==> src/rtl/ffa_pkg.sv <==
// Shared types, sizes and codes of the free frame area allocator.
// No dependencies; every other file of the block but ffa_slot_ram and the defines header refers to it.
package ffa_pkg;

   localparam int AREA_SLOTS = 16;
   localparam int SLOT_IDX_W = (AREA_SLOTS > 1) ? $clog2(AREA_SLOTS) : 1;
   localparam int SCAN_CNT_W = $clog2(AREA_SLOTS + 1);

   localparam int OPCODE_W = 2;
   localparam int FRAME_W  = 20;
   localparam int MSIZE_W  = 22;
   localparam int ENTRY_W  = 2 * FRAME_W;

   localparam logic [FRAME_W-1:0] FIRST_FREE_FRAME = 20'h00800;

   localparam logic [OPCODE_W-1:0] OP_ALLOCATE = 2'd0;
   localparam logic [OPCODE_W-1:0] OP_RELEASE  = 2'd1;
   localparam logic [OPCODE_W-1:0] OP_INIT     = 2'd2;

   localparam logic STATUS_DONE = 1'b0;
   localparam logic STATUS_FAIL = 1'b1;

   typedef enum logic [1:0] {
      ST_IDLE,
      ST_SCAN,
      ST_WRITE,
      ST_DONE
   } state_type;

   typedef struct packed {
      logic               status;
      logic [FRAME_W-1:0] grant_start;
      logic [FRAME_W-1:0] grant_count;
   } result_type;

   typedef struct packed {
      logic       valid;
      result_type result;
   } handoff_type;

endpackage

==> src/rtl/free_frame_area_allocator_core.sv <==
// Free frame area allocator: table of free physical-frame areas, scanned from slot zero.
//
// The req_ channel carries one transaction per operation: allocate (take
// frames from the first used slot), release (store an area in the first
// empty slot) or init (write slot zero). Every accepted transaction gives
// exactly one rsp_ transaction with status, grant_start and grant_count.
// The block works on one transaction at a time; req_ready is high while the
// sequencer is idle, even if the previous response still waits in the
// output register.
// An unknown opcode goes straight to the response, init writes slot zero first,
// and an allocate or release scans the slots until a hit, which is written back,
// or until the whole table is scanned without a hit. req_ready returns in the
// cycle after the response is handed to the output register. The slot scan
// reads one slot per cycle from the single read port of the slot RAM.
// A stalled receiver holds the response in the output register; the next
// transaction is accepted and processed, then waits until rsp_ready frees it.
// Synchronous reset marks all slots empty at once through per-slot valid
// bits; no clearing pass is needed and req_ready is high the cycle after.
module free_frame_area_allocator_core (
   input  logic                          clock,
   input  logic                          reset,
   input  logic                          req_valid,
   output logic                          req_ready,
   input  logic [ffa_pkg::OPCODE_W-1:0]  req_opcode,
   input  logic [ffa_pkg::FRAME_W-1:0]   req_request_count,
   input  logic [ffa_pkg::FRAME_W-1:0]   req_area_begin,
   input  logic [ffa_pkg::FRAME_W-1:0]   req_area_end,
   input  logic [ffa_pkg::MSIZE_W-1:0]   req_memory_size,
   output logic                          rsp_valid,
   input  logic                          rsp_ready,
   output logic                          rsp_status,
   output logic [ffa_pkg::FRAME_W-1:0]   rsp_grant_start,
   output logic [ffa_pkg::FRAME_W-1:0]   rsp_grant_count
);

   logic                           ram_wr_en;
   logic [ffa_pkg::SLOT_IDX_W-1:0] ram_wr_addr;
   logic [ffa_pkg::ENTRY_W-1:0]    ram_wr_data;
   logic                           ram_rd_en;
   logic [ffa_pkg::SLOT_IDX_W-1:0] ram_rd_addr;
   logic [ffa_pkg::ENTRY_W-1:0]    ram_rd_data;
   ffa_pkg::handoff_type           handoff;
   logic                           result_taken;

   logic                rsp_valid_ff, rsp_valid_in;
   ffa_pkg::result_type rsp_result_ff, rsp_result_in;

   ffa_slot_ram #(
      .DEPTH (ffa_pkg::AREA_SLOTS),
      .WIDTH (ffa_pkg::ENTRY_W)
   ) u_slot_ram (
      .clock   (clock),
      .wr_en   (ram_wr_en),
      .wr_addr (ram_wr_addr),
      .wr_data (ram_wr_data),
      .rd_en   (ram_rd_en),
      .rd_addr (ram_rd_addr),
      .rd_data (ram_rd_data)
   );

   ffa_ctrl u_ctrl (
      .clock             (clock),
      .reset             (reset),
      .req_valid         (req_valid),
      .req_ready         (req_ready),
      .req_opcode        (req_opcode),
      .req_request_count (req_request_count),
      .req_area_begin    (req_area_begin),
      .req_area_end      (req_area_end),
      .req_memory_size   (req_memory_size),
      .ram_wr_en         (ram_wr_en),
      .ram_wr_addr       (ram_wr_addr),
      .ram_wr_data       (ram_wr_data),
      .ram_rd_en         (ram_rd_en),
      .ram_rd_addr       (ram_rd_addr),
      .ram_rd_data       (ram_rd_data),
      .handoff           (handoff),
      .result_taken      (result_taken)
   );

   // The output register takes a finished result whenever it is empty or drains.
   assign result_taken  = handoff.valid && (!rsp_valid_ff || rsp_ready);
   assign rsp_valid_in  = result_taken || (rsp_valid_ff && !rsp_ready);
   assign rsp_result_in = result_taken ? handoff.result : rsp_result_ff;

   always_ff @(posedge clock) begin
      if (reset) begin
         rsp_valid_ff <= 1'b0;
      end else begin
         rsp_valid_ff <= rsp_valid_in;
      end
   end

   always_ff @(posedge clock) begin
      rsp_result_ff <= rsp_result_in;
   end

   assign rsp_valid       = rsp_valid_ff;
   assign rsp_status      = rsp_result_ff.status;
   assign rsp_grant_start = rsp_result_ff.grant_start;
   assign rsp_grant_count = rsp_result_ff.grant_count;

endmodule

==> src/rtl/ffa_slot_ram.sv <==
// Generic single-write, single-read synchronous RAM with a registered read.
// Holds the slot table of the allocator; no package dependency.
module ffa_slot_ram #(
   parameter int DEPTH = 16,
   parameter int WIDTH = 40
) (
   input  logic                                   clock,
   input  logic                                   wr_en,
   input  logic [((DEPTH > 1) ? $clog2(DEPTH) : 1)-1:0] wr_addr,
   input  logic [WIDTH-1:0]                       wr_data,
   input  logic                                   rd_en,
   input  logic [((DEPTH > 1) ? $clog2(DEPTH) : 1)-1:0] rd_addr,
   output logic [WIDTH-1:0]                       rd_data
);

   logic [WIDTH-1:0] mem [DEPTH];
   logic [WIDTH-1:0] rd_data_ff;

   always_ff @(posedge clock) begin
      if (wr_en) begin
         mem[wr_addr] <= wr_data;
      end
   end

   always_ff @(posedge clock) begin
      if (rd_en) begin
         rd_data_ff <= mem[rd_addr];
      end
   end

   assign rd_data = rd_data_ff;

endmodule

==> src/rtl/ffa_ctrl.sv <==
// Sequencer of the allocator: scans the slot RAM, decides and writes back.
// Depends on ffa_pkg; drives the ports of ffa_slot_ram.
module ffa_ctrl (
   input  logic                                    clock,
   input  logic                                    reset,
   input  logic                                    req_valid,
   output logic                                    req_ready,
   input  logic [ffa_pkg::OPCODE_W-1:0]            req_opcode,
   input  logic [ffa_pkg::FRAME_W-1:0]             req_request_count,
   input  logic [ffa_pkg::FRAME_W-1:0]             req_area_begin,
   input  logic [ffa_pkg::FRAME_W-1:0]             req_area_end,
   input  logic [ffa_pkg::MSIZE_W-1:0]             req_memory_size,
   output logic                                    ram_wr_en,
   output logic [ffa_pkg::SLOT_IDX_W-1:0]          ram_wr_addr,
   output logic [ffa_pkg::ENTRY_W-1:0]             ram_wr_data,
   output logic                                    ram_rd_en,
   output logic [ffa_pkg::SLOT_IDX_W-1:0]          ram_rd_addr,
   input  logic [ffa_pkg::ENTRY_W-1:0]             ram_rd_data,
   output ffa_pkg::handoff_type                    handoff,
   input  logic                                    result_taken
);

   ffa_pkg::state_type                    state_ff, state_in;
   logic [ffa_pkg::SCAN_CNT_W-1:0]        scan_cnt_ff, scan_cnt_in;
   logic                                  chk_vld_ff, chk_vld_in;
   logic [ffa_pkg::SLOT_IDX_W-1:0]        chk_idx_ff, chk_idx_in;
   logic [ffa_pkg::AREA_SLOTS-1:0]        valid_ff, valid_in;
   logic [ffa_pkg::OPCODE_W-1:0]          op_ff, op_in;
   logic [ffa_pkg::FRAME_W-1:0]           want_ff, want_in;
   logic [ffa_pkg::SLOT_IDX_W-1:0]        wr_idx_ff, wr_idx_in;
   logic [ffa_pkg::ENTRY_W-1:0]           wr_data_ff, wr_data_in;
   ffa_pkg::result_type                   result_ff, result_in;

   logic [ffa_pkg::FRAME_W-1:0] cur_begin;
   logic [ffa_pkg::FRAME_W-1:0] cur_end;
   logic [ffa_pkg::FRAME_W-1:0] cur_size;
   logic [ffa_pkg::FRAME_W-1:0] cut_begin;
   logic                        cur_used;
   logic                        cur_larger;
   logic                        is_alloc;
   logic                        chk_hit;
   logic                        chk_last;
   logic                        scan_issue;

   // An entry that was never written reads as an empty slot.
   assign cur_begin  = valid_ff[chk_idx_ff] ? ram_rd_data[ffa_pkg::ENTRY_W-1:ffa_pkg::FRAME_W]
                                            : '0;
   assign cur_end    = valid_ff[chk_idx_ff] ? ram_rd_data[ffa_pkg::FRAME_W-1:0] : '0;
   assign cur_size   = (cur_end >= cur_begin) ? (cur_end - cur_begin) : '0;
   assign cut_begin  = cur_begin + want_ff;
   assign cur_used   = (cur_begin != '0);
   assign cur_larger = (cur_size > want_ff);
   assign is_alloc   = (op_ff == ffa_pkg::OP_ALLOCATE);
   assign chk_hit    = chk_vld_ff && (is_alloc ? cur_used : !cur_used);
   assign chk_last   = chk_vld_ff &&
                       (chk_idx_ff == ffa_pkg::SLOT_IDX_W'(ffa_pkg::AREA_SLOTS - 1));
   assign scan_issue = (state_ff == ffa_pkg::ST_SCAN) &&
                       (scan_cnt_ff < ffa_pkg::SCAN_CNT_W'(ffa_pkg::AREA_SLOTS));

   // Next state.
   always_comb begin
      state_in = state_ff;
      unique case (state_ff)
         ffa_pkg::ST_IDLE: begin
            if (req_valid) begin
               unique case (req_opcode)
                  ffa_pkg::OP_ALLOCATE: state_in = ffa_pkg::ST_SCAN;
                  ffa_pkg::OP_RELEASE:  state_in = ffa_pkg::ST_SCAN;
                  ffa_pkg::OP_INIT:     state_in = ffa_pkg::ST_WRITE;
                  default:              state_in = ffa_pkg::ST_DONE;
               endcase
            end
         end
         ffa_pkg::ST_SCAN: begin
            if (chk_hit) begin
               state_in = ffa_pkg::ST_WRITE;
            end else if (chk_last) begin
               state_in = ffa_pkg::ST_DONE;
            end
         end
         ffa_pkg::ST_WRITE: begin
            state_in = ffa_pkg::ST_DONE;
         end
         ffa_pkg::ST_DONE: begin
            if (result_taken) begin
               state_in = ffa_pkg::ST_IDLE;
            end
         end
         default: state_in = ffa_pkg::ST_IDLE;
      endcase
   end

   // Outputs and datapath.
   always_comb begin
      req_ready      = (state_ff == ffa_pkg::ST_IDLE);
      ram_rd_en      = scan_issue;
      ram_rd_addr    = scan_cnt_ff[ffa_pkg::SLOT_IDX_W-1:0];
      ram_wr_en      = (state_ff == ffa_pkg::ST_WRITE);
      ram_wr_addr    = wr_idx_ff;
      ram_wr_data    = wr_data_ff;
      handoff.valid  = (state_ff == ffa_pkg::ST_DONE);
      handoff.result = result_ff;

      scan_cnt_in = scan_issue ? (scan_cnt_ff + 1'b1) : scan_cnt_ff;
      chk_vld_in  = scan_issue;
      chk_idx_in  = scan_cnt_ff[ffa_pkg::SLOT_IDX_W-1:0];
      valid_in    = valid_ff;
      op_in       = op_ff;
      want_in     = want_ff;
      wr_idx_in   = wr_idx_ff;
      wr_data_in  = wr_data_ff;
      result_in   = result_ff;

      unique case (state_ff)
         ffa_pkg::ST_IDLE: begin
            if (req_valid) begin
               op_in       = req_opcode;
               want_in     = req_request_count;
               scan_cnt_in = '0;
               result_in   = '0;
               wr_idx_in   = '0;
               if (req_opcode == ffa_pkg::OP_INIT) begin
                  wr_data_in = {ffa_pkg::FIRST_FREE_FRAME,
                                req_memory_size[ffa_pkg::MSIZE_W-1:2]};
               end else begin
                  wr_data_in = {req_area_begin, req_area_end};
               end
            end
         end
         ffa_pkg::ST_SCAN: begin
            if (chk_hit) begin
               wr_idx_in = chk_idx_ff;
               if (is_alloc) begin
                  result_in.status      = ffa_pkg::STATUS_DONE;
                  result_in.grant_start = cur_begin;
                  result_in.grant_count = cur_larger ? want_ff : cur_size;
                  wr_data_in = {(cur_larger ? cut_begin : {ffa_pkg::FRAME_W{1'b0}}), cur_end};
               end
            end else if (chk_last && is_alloc) begin
               result_in.status      = ffa_pkg::STATUS_FAIL;
               result_in.grant_start = '0;
               result_in.grant_count = '0;
            end
         end
         ffa_pkg::ST_WRITE: begin
            valid_in[wr_idx_ff] = 1'b1;
         end
         ffa_pkg::ST_DONE: begin
         end
         default: begin
         end
      endcase
   end

   always_ff @(posedge clock) begin
      if (reset) begin
         state_ff    <= ffa_pkg::ST_IDLE;
         scan_cnt_ff <= '0;
         chk_vld_ff  <= 1'b0;
         valid_ff    <= '0;
      end else begin
         state_ff    <= state_in;
         scan_cnt_ff <= scan_cnt_in;
         chk_vld_ff  <= chk_vld_in;
         valid_ff    <= valid_in;
      end
   end

   always_ff @(posedge clock) begin
      chk_idx_ff <= chk_idx_in;
      op_ff      <= op_in;
      want_ff    <= want_in;
      wr_idx_ff  <= wr_idx_in;
      wr_data_ff <= wr_data_in;
      result_ff  <= result_in;
   end

endmodule

==> config.mk <==
export PLATFORM = sky130hd
export DESIGN_NAME = free_frame_area_allocator_core
export DESIGN_NICKNAME = d
export VERILOG_FILES = /design/src/rtl/ffa_pkg.sv /design/src/rtl/free_frame_area_allocator_core.sv /design/src/rtl/ffa_slot_ram.sv /design/src/rtl/ffa_ctrl.sv
export SDC_FILE = /design/constraint.sdc
export NUM_CORES = 1
export LEC_CHECK = 0
export BUFFER_PORTS_ARGS = -buffer_cell sky130_fd_sc_hd__buf_2
export CORE_AREA = 8 8 287 289
export DETAILED_ROUTE_END_ITERATION = 7
export DIE_AREA = 0 0 295 297
export PLACE_DENSITY = 0.74
export REMOVE_ABC_BUFFERS = 1
export SETUP_SLACK_MARGIN = 0.3
export SLEW_MARGIN = 30
export SYNTH_ARGS = -nofsm -noshare
export SYNTH_HDL_FRONTEND = slang
export SYNTH_SLANG_ARGS = --single-unit
==> constraint.sdc <==
create_clock -name clock -period 6.45 [get_ports clock]
set_input_delay 1.29 -clock clock [delete_from_list [all_inputs] [get_ports clock]]
set_output_delay 1.29 -clock clock [all_outputs]
set_load 0.01 [all_outputs]
==> impl_metrics.py, run 1 <==
metrics = {
    "finish": {
        "final_layout_size_suffix_gt1_share_pct": 28.6,
        "nNetsFinal": 2185,
        "area_growth_pct": 15.7,
        "design_area_sq_mm": 0.0401,
        "n_fill_cell": 6063,
        "post-route-util_pct": 51.4,
        "fin_cells": 3152,
    },
    "die": {
        "core-area_sq_mm": 0.0780,
        "initial_core_util_pct": 44.4,
        "fp-row-count": 103,
        "die_area_sq_mm": 0.0876,
        "ios": 131,
        "dieHeight_um": 297,
        "die_w_um": 295,
    },
    "setup_path": {
        "path_delay_family": "compound AO/OA/AOI/OAI gates",
        "worstPathArrival_ns": 6.53,
        "slowest_delay_ns": 0.58,
        "crit_chain": "mux4_2 -> mux4_2 -> buf_12 -> and2_1 -> ha_1 -> buf_4 -> nand3_1 -> o21bai_2 -> a211o_1 -> a21bo_2 -> a21oi_2 -> xor2_1 -> nor2b_1 -> ha_1 -> a21o_1 -> a21o_1 -> a21oi_1 -> nor2_1 -> a211oi_2 -> a32oi_4 -> buf_12 -> or3b_2 -> a21oi_2",
        "crit_buf_inv": 3,
        "worstSetupEndpointType": "register",
        "crit_type": "reg2reg",
        "required_ns": 6.93,
        "cpMaxStageDelayCell": "mux4_2",
        "start_kind": "register",
        "crit_fanout": 13,
    },
    "pwr": {
        "pwr-share-comb_pct": 21.8,
        "power_switching_mw": 4.77,
        "p_total_mw": 16.3,
        "p_per_area_mw_per_mm2": 406,
        "p_leak_nw": 13.1,
        "clockPowerShare_pct": 29.5,
        "peakVddDrop_uv": 263,
        "swShare_pct": 29.3,
        "power_frac_seq_pct": 48.7,
        "internal_power_mw": 11.5,
    },
    "sta": {
        "skew_ns": 0.0230,
        "rsz0062_at_grt": "yes",
        "fmax_ghz": 0.165,
        "worstMarginPinSlew_ns": 0.989,
        "setup_viol": 0,
        "slew_violations": 0,
        "fin_crit_sh_pct": 93.7,
        "maxSlewHeadroom_pct": 34.0,
        "period_needed_ns": 6.05,
        "finalHoldViolCount": 0,
    },
    "placed_design": {
        "dp_cells": 2981,
        "globalplace.congestion": 0.890,
        "hpwl_um": 49400,
        "io_buffers": 128,
        "postPlaceCellArea_sq_mm": 0.0370,
    },
    "synthesis": {
        "seq_area_frac_synth_pct": 73.5,
        "synth-edff-count": 828,
        "synth_flop_cell": "edfxtp_1",
        "synth_area_per_cell_sq_um": 19.0,
        "yosys_warnings": 0,
        "netlist_area_sq_mm": 0.0346,
        "ys_ff_latch": 857,
        "netlist_instances": 1820,
        "synth_cell_types": 62,
        "ys_async_sr_fraction_pct": 0,
    },
    "global_route": {
        "grt_pass1_vias": 18649,
        "grt_max_degree": 165,
        "grt_pass1_wl_um": 125000,
        "track_usage_pct": 19.5,
        "antenna_found_initial": 1,
        "overflow": 0,
    },
    "drt": {
        "dr.pass1.iters": 5,
        "routed-wl-met2_um": 41000,
        "routed_via_density": 5.88,
        "ant_nets": 0,
        "wl_met3_um": 8600,
        "drt-initial-drc-count": 2406,
        "top_layer_used": "met4",
        "num_vias": 18541,
        "drc": 0,
        "drt_wl_total_um": 87100,
        "route.layer.met1.wl_um": 35000,
        "routedWlPerCell_um": 27.6,
    },
    "clock_tree": {
        "cts_tree": "done",
        "h-tree-depth": 3,
        "cts_num_sinks": 857,
        "clk_path_buf_depth": 3,
        "path_clk_slew_ns": 0.06,
        "cts_root_buffer": "clkbuf_16",
        "insertion_delay_ns": 0.65,
        "cts_made_buffers": 85,
        "ctsHoldBuffers": 0,
    },
    "min_path": {
        "min_path_type": "reg2reg",
    },
    "run_status": {
        "status": "finished, final reports clean",
    },
    "flow_run": {
        "cap_violations": 0,
    },
}
final cells by class:
class / instances / area, sq um / share of cell area (%)
Timing Repair Buffer: 199 / 1350 / 3.37
Clock buffer: 100 / 2210 / 5.53
Sequential cell: 857 / 25500 / 63.6
Antenna cell: 1 / 2.50 / 0.00625
Multi-Input combinational cell: 832 / 9000 / 22.5
Clock inverter: 57 / 505 / 1.26
Inverter: 56 / 210 / 0.525
Tap cell: 1050 / 1310 / 3.28
per-stage QoR:
stage               worst slack (ns)  setup TNS, ns  hold slack, ns
floorplan                      -1.60         -90.56           0.400
global placement              0.0401              0           0.407
detailed placement            -0.118         -0.643           0.405
CTS                            0.340              0           0.419
global route                   0.245              0           0.423
finish                         0.403              0           0.418
synthesized netlist by cell type, drive strengths merged, types with 2 or more instances:
library cell | number | area share [%]
o31ai | 3 | 0.065
a21boi | 2 | 0.054
nor2b | 12 | 0.22
xnor2 | 14 | 0.35
o311ai | 2 | 0.051
o21ai | 52 | 0.76
nand2 | 80 | 0.87
a32o | 3 | 0.087
a21oi | 39 | 0.56
a31oi | 2 | 0.036
fa | 2 | 0.12
nand4 | 9 | 0.16
nor3 | 22 | 0.32
a41oi | 2 | 0.051
nand2b | 8 | 0.14
clkbuf | 58 | 0.63
xor2 | 19 | 0.50
inv | 56 | 0.61
and3 | 3 | 0.054
buf | 17 | 0.19
dfxtp | 29 | 1.7
or2 | 3 | 0.054
o211ai | 5 | 0.11
ha | 64 | 2.3
or3b | 4 | 0.10
or3 | 4 | 0.072
nand3b | 3 | 0.065
nor2 | 125 | 1.4
edfxtp | 828 | 72
and2 | 25 | 0.45
nor4b | 2 | 0.051
a211oi | 8 | 0.17
o21a | 14 | 0.30
mux4 | 205 | 13
nor4 | 11 | 0.20
o41ai | 3 | 0.076
mux2i | 33 | 0.95
a21o | 17 | 0.37
nand3 | 13 | 0.19
a211o | 2 | 0.051
power groups by stage:
stage	clock network (mW)	registers (mW)	logic, mW
floorplan	0	7.93	2.15
global placement	0	7.93	3.11
detailed placement	0	8.02	3.23
CTS	4.86	7.91	3.35
global route	5.08	8.00	3.79
finish	4.80	7.93	3.55
state kept, by name, summed over array words and instances (netlist names), 2 cells and up:
name	flops
u_slot_ram.mem	640
u_ctrl.handoff	41
u_ctrl.ram_wr_data	40
u_slot_ram.rd_data	40
rsp_grant_count	20
rsp_grant_start	20
u_ctrl.want_ff	20
u_ctrl.valid_ff	16
u_ctrl.scan_cnt_ff	5
u_ctrl.chk_idx_ff	4
u_ctrl.ram_wr_addr	4
u_ctrl.op_ff	2
u_ctrl.state_ff	2
kinds of logic (layout without fill, tap and decap cells):
| logic type | Yosys count | after routing | share of synthesized area (%) |
|---|---|---|---|
| AOI/OAI and AO/OA | 168 | 168 | 3.13 |
| xor gates and xnor gates | 33 | 33 | 0.857 |
| adders and majority gates | 66 | 66 | 2.43 |
| buffers and inverters | 131 | 412 | 1.42 |
| DFF | 857 | 857 | 73.5 |
| muxes | 238 | 238 | 14.3 |
| other | 0 | 1 | 0 |
| and+or+nand+nor | 327 | 327 | 4.38 |
final timing paths:
path | cells after the start | slack, ns | start | endpoint
max | 23 | 0.40 | u_ctrl.chk_idx_ff[0] | u_ctrl.handoff[13]
min | 0 | 0.42 | u_ctrl.handoff[36] | rsp_grant_start[16]
max reg2reg | 23 | 0.40 | u_ctrl.chk_idx_ff[0] | u_ctrl.handoff[13]
min reg2reg | 0 | 0.42 | u_ctrl.handoff[36] | rsp_grant_start[16]
routing by layer:
layer  GRT usage, %  vias up
met5              0        -
met4           6.10        0
met3           4.23      150
met2           30.5     1064
met1           27.2     9566
li1               -     7761
placed cells by master (no fill, tap or decap), drive strengths merged, types with 5 or more instances in the layout:
cell,synthesis,layout
nand3,13,13
buf,17,198
nand2,80,80
ha,64,64
a21o,17,17
nand2b,8,8
dfxtp,29,29
nor4,11,11
mux4,205,205
bufinv,0,5
clkinvlp,0,8
mux2i,33,33
o211ai,5,5
nor3,22,22
a211oi,8,8
edfxtp,828,828
o21a,14,14
xor2,19,19
nor2,125,125
clkinv,0,38
inv,56,62
clkbuf,58,101
nor2b,12,12
and2,25,25
nand4,9,9
xnor2,14,14
o21ai,52,52
a21oi,39,39
timing repair:
item | 4_1_cts | 5_1_grt
resized for setup | 12 | 24
buffers inserted | 2 | 7
pin swaps | 2 | 8
setup endpoints to repair | 37 | 40
cloned | 0 | 1
No activity file was read; power rests on OpenSTA's default activity.
==> run 2, diff against run 1 <==
Settings changed: PLACE_DENSITY 0.74 to 0.72, SLEW_MARGIN 30 to 0.
Clock period 6.45 ns to 7 ns, I/O delays scaled along.
==> run 2 against run 1 <==
- routed wire length fell by 3.2%
- global-route usage fell by 0.42 points
- sequential share of layout area rose by 1.1 points
- setup slack improved by 0.20 ns
- register-to-register slack improved by 0.20 ns
- core utilization fell by 0.89 points
- clock skew rose by 0.0022 ns
- total power fell by 11%
==> impl_metrics.py, run 2 (synthesis gave the netlist of run 1 again) <==
metrics = {
    "setup_path": {
        "worstPathArrival_ns": 6.85,
        "worstSetupEndpointType": "register",
        "start_kind": "register",
        "crit_top_cell": "buf_4",
        "slowest_delay_ns": 0.65,
        "required_ns": 7.46,
        "crit_chain": "mux4_2 -> mux4_2 -> buf_4 -> and2_1 -> ha_1 -> a211oi_1 -> o21a_1 -> o211ai_1 -> nand2_1 -> a211o_2 -> buf_4 -> nor3_2 -> ha_1 -> a21o_1 -> a21o_1 -> a21oi_1 -> o21ai_0 -> o21ai_0 -> a32oi_4 -> buf_4 -> or2_2 -> a21oi_1",
        "crit_buf_inv": 3,
        "cpMaxStageDelayCell": "mux4_2",
        "path_delay_family": "compound AO/OA/AOI/OAI gates",
        "crit_fanout": 19,
        "crit_type": "reg2reg",
    },
    "sta": {
        "skew_ns": 0.0252,
        "setup_viol": 0,
        "period_needed_ns": 6.39,
        "slew_violations": 0,
        "tns_ns": 0,
        "worstMarginPinSlew_ns": 1.22,
        "maxSlewHeadroom_pct": 19.0,
        "fin_crit_sh_pct": 91.3,
        "rsz0062_at_grt": "no",
        "finalHoldViolCount": 0,
        "fmax_ghz": 0.156,
    },
    "finish": {
        "largest_reg_flops": 640,
        "area_growth_pct": 13.7,
        "nNetsFinal": 2147,
        "design_area_sq_mm": 0.0394,
        "final_common_cell": "edfxtp_1",
        "largest_register": "u_slot_ram.mem",
        "final_layout_size_suffix_gt1_share_pct": 25.7,
        "n_fill_cell": 6102,
        "mostFrequentLayoutCells": "edfxtp_1 (828), mux4_2 (205), buf_2 (128), nor2_1 (110), clkbuf_16 (83)",
    },
    "global_route": {
        "grt_pass1_wl_um": 123000,
        "grt_max_degree": 146,
        "grt_pass1_vias": 18468,
        "overflow": 0,
        "antenna_found_initial": 4,
        "track_usage_pct": 19.0,
    },
    "placed_design": {
        "hpwl_um": 49400,
        "postPlaceCellArea_sq_mm": 0.0368,
        "globalplace.congestion": 0.899,
        "io_buffers": 128,
    },
    "clock_tree": {
        "clk_path_buf_depth": 3,
        "insertion_delay_ns": 0.63,
        "cts_tree": "done",
        "path_clk_slew_ns": 0.06,
        "cts_num_sinks": 857,
        "cts_root_buffer": "clkbuf_16",
        "h-tree-depth": 3,
        "ctsHoldBuffers": 0,
        "cts_made_buffers": 81,
    },
    "pwr": {
        "pwr-share-comb_pct": 20.0,
        "p_total_mw": 14.4,
        "power_switching_mw": 4.15,
        "p_leak_nw": 12.8,
        "peakVddDrop_uv": 189,
        "internal_power_mw": 10.3,
        "swShare_pct": 28.8,
        "clockPowerShare_pct": 29.1,
        "power_frac_seq_pct": 50.8,
        "p_per_area_mw_per_mm2": 366,
    },
    "run_status": {
        "status": "finished, final reports clean",
    },
    "drt": {
        "drc": 0,
        "drt_wl_total_um": 84300,
        "routedWlPerCell_um": 27.1,
        "drt-initial-drc-count": 1938,
        "routed_via_density": 5.82,
        "ant_nets": 0,
        "num_vias": 18113,
        "dr.pass1.iters": 7,
    },
    "min_path": {
        "min_path_type": "reg2reg",
    },
    "flow_run": {
        "cap_violations": 0,
    },
    "die": {
        "die_area_sq_mm": 0.0876,
        "fp-row-count": 103,
        "ios": 131,
        "core-area_sq_mm": 0.0780,
        "die_w_um": 295,
        "dieHeight_um": 297,
        "initial_core_util_pct": 44.4,
    },
}
==> run 2: changes by cell type in the layout (fill, tap and decap cells not counted), sizes merged <==
cell / before / now
buf: 198 / 165
bufinv: 5 / 3
clkbuf: 101 / 102
clkinv: 38 / 29
inv: 62 / 63
==> run 2: repair_timing <==
action / in CTS / in global routing
gates resized for setup: 0 / 5
endpoints found under the setup margin: 9 / 40
setup buffers: 1 / 0
==> run 2: worst reg2reg max path, delay by kind of cell, from the launching register on <==
kind,cells,cell delay [ns]
muxes,2,1.20
buffers and inverters,3,0.74
and+or+nand+nor,4,0.95
AOI/OAI and AO/OA,11,2.19
DFF,1,0.44
adders and majority gates,2,0.70
==> run 2: power by group through the flow <==
stage	clock network (mW)	registers (mW)	logic, mW
floorplan	0	7.31	1.98
global placement	0	7.34	2.79
detailed placement	0	7.42	2.85
CTS	4.25	7.32	2.86
global route	4.45	7.41	3.11
finish	4.20	7.33	2.88
==> run 2: routing by layer <==
layer | vias to the layer above | global-route usage (%) | part of all wire [%]
li1 | 7679 | - | -
met1 | 9303 | 26.1 | 39
met2 | 965 | 30.6 | 48
met3 | 164 | 3.27 | 8.8
met4 | 2 | 7.17 | 3.6
met5 | - | 0 | 0.023
==> run 2: cell type report <==
type	instances	area (sq um)	area share, %
antenna	1	2.50	0.00636
clock buffer	102	2170	5.51
clock inverter	47	372	0.944
inverter	56	210	0.534
multi-input combinational	832	8880	22.6
sequential	857	25500	64.7
tap	1050	1310	3.34
timing repair buffer	165	956	2.43
==> run 2: path summary, 6_finish.rpt <==
check,startpoint,endpoint,slack (ns),cells past startpoint
worst min register to register,u_ctrl.handoff[15],rsp_grant_count[15],0.41,0
worst min-delay path,u_ctrl.handoff[15],rsp_grant_count[15],0.41,0
worst max-delay path,u_ctrl.chk_idx_ff[0],u_ctrl.handoff[0],0.61,22
worst max register to register,u_ctrl.chk_idx_ff[0],u_ctrl.handoff[0],0.61,22
==> run 2: stage by stage <==
step	setup slack (ns)	cells	utilization, %	hold slack [ns]
detailed placement	0.279	2959	47.2	0.405
CTS	0.373	3109	50.5	0.414
global route	0.320	3109	50.5	0.421
finish	0.608	3110	50.5	0.414
global placement	0.289	2959	47.2	0.406
floorplan	-1.05	1745	-	0.400
